$ cat config.mk
export PLATFORM = sky130hd
export DESIGN_NAME = pfgs_div
export DESIGN_NICKNAME = d
export VERILOG_FILES = /design/src/design/pfgs_pkg.sv /design/src/design/pfgs_div.sv
export SDC_FILE = /design/constraint.sdc
export NUM_CORES = 1
export LEC_CHECK = 0
export BUFFER_PORTS_ARGS = -buffer_cell sky130_fd_sc_hd__buf_2
export CORE_MARGIN = 10
export CORE_UTILIZATION = 38
export CTS_CLUSTER_SIZE = 28
export DETAILED_ROUTE_END_ITERATION = 8
export PLACE_DENSITY = 0.61
export SKIP_LAST_GASP = 1
export SYNTH_ARGS = -nofsm -noshare
export SYNTH_HDL_FRONTEND = slang
export SYNTH_SLANG_ARGS = --single-unit
$ cat constraint.sdc
create_clock -name clock -period 6.6 [get_ports clock]
set_clock_uncertainty 0.1 [all_clocks]
set_input_delay 0 -clock clock [delete_from_list [all_inputs] [get_ports clock]]
set_output_delay 0 -clock clock [all_outputs]
set_load 0.01 [all_outputs]
$ cat src/design/pfgs_pkg.sv
package pfgs_pkg;

   // default grid limits
   localparam int DEF_MAX_WIDTH  = 64;
   localparam int DEF_MAX_HEIGHT = 64;

   // operation codes
   localparam logic [1:0] FUNC_INIT = 2'd0;
   localparam logic [1:0] FUNC_STEP = 2'd1;
   localparam logic [1:0] FUNC_READ = 2'd2;

   // csr port
   localparam int CSR_IDX_W  = 3;
   localparam int CSR_DATA_W = 31;
   localparam logic [CSR_IDX_W-1:0] CSR_GRID_WIDTH  = 3'd0;
   localparam logic [CSR_IDX_W-1:0] CSR_GRID_HEIGHT = 3'd1;
   localparam logic [CSR_IDX_W-1:0] CSR_FRICTION    = 3'd2;
   localparam logic [CSR_IDX_W-1:0] CSR_DAMPING     = 3'd3;
   localparam logic [CSR_IDX_W-1:0] CSR_INIT_PRESS  = 3'd4;

   // csr reset values
   localparam logic [6:0]  RST_GRID_WIDTH  = 7'd64;
   localparam logic [6:0]  RST_GRID_HEIGHT = 7'd64;
   localparam logic [19:0] RST_FRICTION    = 20'd16384;
   localparam logic [16:0] RST_DAMPING     = 17'd32768;
   localparam logic [30:0] RST_INIT_PRESS  = 31'd65536;

   // one in q16.16
   localparam logic [16:0] Q_ONE = 17'd65536;

   // divider sizing: dividend is |a| shifted up by 16
   localparam int DIV_NUM_W = 48;
   localparam int DIV_STEPS = DIV_NUM_W;
   localparam int DIV_CNT_W = $clog2(DIV_STEPS);

   typedef struct packed {
      logic [1:0] func;
      logic [5:0] cell_x;
      logic [5:0] cell_y;
   } pfgs_req_type;

   typedef struct packed {
      logic signed [31:0] pressure;
      logic signed [31:0] flow_right;
      logic signed [31:0] flow_down;
      logic               status;
   } pfgs_rsp_type;

   // clamp to the signed 32-bit range
   function automatic logic signed [31:0] sat32(input logic signed [67:0] v);
      if (v > 68'sd2147483647) begin
         return 32'sh7fffffff;
      end else if (v < -68'sd2147483648) begin
         return 32'sh80000000;
      end else begin
         return $signed(v[31:0]);
      end
   endfunction

endpackage

$ cat src/design/pfgs_div.sv
module pfgs_div (
   input  logic               clock,
   input  logic               reset,
   input  logic               start,
   input  logic signed [31:0] dividend,
   input  logic signed [31:0] divisor,
   output logic               done,
   output logic signed [31:0] quotient
);
   import pfgs_pkg::*;

   logic                 run_ff;
   logic                 done_ff;
   logic [DIV_CNT_W-1:0] cnt_ff;
   logic [DIV_NUM_W-1:0] num_ff;
   logic [31:0]          rem_ff;
   logic [31:0]          den_ff;
   logic                 neg_ff;
   logic signed [31:0]   quo_ff;

   logic [31:0]          a_mag;
   logic [31:0]          b_mag;
   logic [32:0]          rem_sh;
   logic                 ge;
   logic [32:0]          rem_sub;
   logic [DIV_NUM_W-1:0] q_mag;
   logic signed [31:0]   q_sat;

   // operand magnitudes
   assign a_mag = dividend[31] ? 32'(-dividend) : 32'(dividend);
   assign b_mag = divisor[31] ? 32'(-divisor) : 32'(divisor);

   // one restoring step
   assign rem_sh  = {rem_ff, num_ff[DIV_NUM_W-1]};
   assign ge      = rem_sh >= {1'b0, den_ff};
   assign rem_sub = rem_sh - {1'b0, den_ff};
   assign q_mag   = {num_ff[DIV_NUM_W-2:0], ge};

   // sign and saturate the final magnitude
   always_comb begin
      if (neg_ff) begin
         if (q_mag > DIV_NUM_W'(64'h80000000)) begin
            q_sat = 32'sh80000000;
         end else begin
            q_sat = $signed(32'(-q_mag));
         end
      end else begin
         if (q_mag > DIV_NUM_W'(64'h7fffffff)) begin
            q_sat = 32'sh7fffffff;
         end else begin
            q_sat = $signed(q_mag[31:0]);
         end
      end
   end

   // control
   always_ff @(posedge clock) begin
      if (reset) begin
         run_ff  <= 1'b0;
         done_ff <= 1'b0;
         cnt_ff  <= '0;
      end else if (start) begin
         run_ff  <= divisor != 32'sd0;
         done_ff <= divisor == 32'sd0;
         cnt_ff  <= '0;
      end else if (run_ff) begin
         cnt_ff <= cnt_ff + 1'b1;
         if (cnt_ff == DIV_CNT_W'(DIV_STEPS - 1)) begin
            run_ff  <= 1'b0;
            done_ff <= 1'b1;
         end
      end
   end

   // datapath
   always_ff @(posedge clock) begin
      if (start) begin
         num_ff <= {a_mag, 16'd0};
         rem_ff <= '0;
         den_ff <= b_mag;
         neg_ff <= dividend[31] ^ divisor[31];
         if (dividend > 32'sd0) begin
            quo_ff <= 32'sh7fffffff;
         end else if (dividend < 32'sd0) begin
            quo_ff <= 32'sh80000000;
         end else begin
            quo_ff <= 32'sd0;
         end
      end else if (run_ff) begin
         rem_ff <= ge ? rem_sub[31:0] : rem_sh[31:0];
         num_ff <= q_mag;
         if (cnt_ff == DIV_CNT_W'(DIV_STEPS - 1)) begin
            quo_ff <= q_sat;
         end
      end
   end

   assign done     = done_ff;
   assign quotient = quo_ff;

endmodule

==> run metrics <==
status finished, final reports clean; Fin. Hold Viols 0; Chip Height 181 µm; clk root buf clkbuf_16; routed len/inst 16.5 µm; TritonRoute pass-1 iters 6; overflow left after global routing 0; vias after detailed routing 8690; Clock power frac 0.343; relative slew slack 0.219; DRC Markers 0; sequential share of power 0.423; antenna cells 0; I/O pins 100; final setup TNS 0 ps; Pint 1.91 mW; achievable frequency 0.197 GHz; Synth Cell Area 0.00988 mm²; area growth from synthesis to layout 21.3%; crit path DAT 5190 ps; Yosys cell types 64; largest net degree at the start of global routing 63; HP Start dividend[1]; power density over the cells 230 mW/mm²; WP data required 6720 ps; leakage power 4.70 nW; Vias/cell 5.51; Crit. End Element register; hold depth 4; worst vdd ir 0.146 mV; Pwr Total 2.76 mW; H-tree levels 4; endpoints failing setup 0; core region area 0.0254 mm²; Yosys top cell area share 0.295; non-filler instance count after layout 1576; Finished Cell Area 0.0120 mm²; Post-layout nets 1337; DR iter-0 viols 706; ys flop type edfxtp_1; # fillers 2441; Synth area leaders edfxtp_1, dfxtp_1, xnor2_1; Synth Register Bits 153; first-pass GRT wire length 43300 µm; Logic pwr share 0.234; Reg2Reg Depth 15; initial core utilization 0.389; CTS Sinks 153; initial antenna violation count 0; ANT nets after route 0; Startpoint Class register; Row Count 58; Total GRT Usage 0.156; Synth async-reset ratio 0; R2R Path Start den_ff[8]$_DFFE_PP_; Syn. warnings 0; TritonCTS clock tree done; worst slew pin tran 1170 ps; number of port buffers 99; fin. max-slew vios 0; placer congestion estimate 0.918; fin util 0.472; Crit. Startpoint den_ff[8]$_DFFE_PP_; Max-Cap Viols 0; area post-placement 0.0106 mm²; final WL 26000 µm; number of synthesized flops with an enable pin 97; Seq/Total Area, Yosys 0.408; syn_nets 1196; vias in the first global route 8450; Crit Path Class reg -> reg; worst hold path type in -> reg; NetSw 0.847 mW; post-synth top area cell edfxtp_1; fin crit period 5070 ps; dpl hpwl 18000 µm; switching share of total power 0.307; syn avg cell area 9.05 µm²; die area 0.0329 mm²; worst-case clock buffer depth 2; Crit Path Max Fanout 13; Post-Place Cells 1465; RSZ-0062 raised after global routing false; clk_lat worst skew 430 ps; CTS Buf Count 17; Post-Syn Instances 1092; Die Width 181 µm; fin crit share 0.768; clk slew on worst S/H paths 60 ps; ratio of cells with drive above 1 in the final layout 0.124
[critical path, stage by stage, from the launching register on]
cell      delay, ps
edfxtp_1        330
inv_1            40
ha_1            380
a21oi_1         340
inv_1            70
a221oi_1        320
a21o_1          170
and3_2          210
ha_1            180
or3b_2          480
or4_1           590
nor4_4          380
a21oi_1         200
or2_1           430
or4b_1          530
o311ai_1        110
[power by group through the flow]
stage                     clock, mW  sequential [mW]  combinational (mW)
after global routing           1.01             1.18               0.722
after detailed placement          0             1.19               0.596
after floorplan                   0             1.17               0.439
after global placement            0             1.18               0.594
final                         0.946             1.17               0.644
after CTS                     0.966             1.17               0.642
[logic make-up after synthesis]
logic type / share of synthesized area
mux: 0.0305
compound gates: 0.219
xor+xnor: 0.0789
simple gates: 0.169
buf+inv: 0.0465
fa+ha+maj: 0.0476
flops: 0.408
[per-layer routing]
layer | vias to the layer above | global-route usage | routed length [µm]
li1 | 4357 | - | -
met1 | 4071 | 0.204 | 12000
met2 | 236 | 0.255 | 12100
met3 | 26 | 0.0292 | 1440
met4 | 0 | 0.0498 | 459
met5 | - | 0 | 0
[sequential cells by signal, summed over array words and instances (netlist names)]
signal / cells
den_ff: 32
run_ff: 1
rem_ff: 32
done: 1
neg_ff: 1
quotient: 32
num_ff: 48
cnt_ff: 6
[what timing repair did]
item / 4_1_cts / 5_1_grt
gates resized for setup: 0 / 0
hold buffers: 79 / 0
setup buffers: 0 / 0
endpoints found under the hold margin: 86 / 0
[path summary, 6_finish.rpt]
check	slack, ps	endpoint
setup / recovery	1530	quotient[5]$_DFFE_PP_
setup reg to reg	1530	quotient[5]$_DFFE_PP_
hold / removal	100	num_ff[17]$_DFFE_PP_
hold reg to reg	390	rem_ff[13]$_SDFFE_PP0P_
[layout make-up]
type	count	area, µm²	area share
Timing Repair Buffer	187	1360	0.113
Inverter	56	210	0.0175
Clock buffer	17	425	0.0355
Sequential cell	153	4040	0.337
Clock inverter	15	144	0.0120
Multi-Input combinational cell	818	5400	0.451
Tap cell	330	413	0.0344
[cell usage after synthesis (4+ instances only)]
master,count
buf_2,4
a41o_1,4
or3_1,15
a21o_1,14
xor2_1,20
o211ai_1,6
a311oi_1,7
inv_1,55
xnor2_1,69
dfxtp_1,56
a22o_1,34
nor2b_1,5
or2_2,4
mux2i_1,29
o41ai_1,17
a32oi_1,5
nand4_1,15
a21oi_1,60
nor2_1,98
o21ai_0,77
o31ai_1,33
nand2b_1,12
buf_1,4
edfxtp_1,97
nor3_1,29
nand3_1,13
a211oi_1,19
and3_1,8
ha_1,36
o21a_1,5
o21ai_1,7
or4_1,15
clkbuf_1,57
o21bai_1,5
nand2_1,90
nor4_1,20
[metrics by stage]
stage                     setup slack [ps]  hold slack (ps)
after floorplan                       1410            -30.9
after global placement                1760              118
after detailed placement              1590              109
after CTS                             1570             81.4
after global routing                  1240              149
final                                 1530              102
[cells in the final DEF, fill, tap and decap left out, types with 29 or more instances in the layout]
master,count
buf_2,98
nor2_1,97
edfxtp_1,97
nand2_1,90
dlygate4sd3_1,79
o21ai_0,77
xnor2_1,69
a21oi_1,60
inv_1,55
dfxtp_1,55
ha_1,36
a22o_1,34
o31ai_1,33
nor3_1,29
mux2i_1,29
Power figures use the tool's default switching activity.
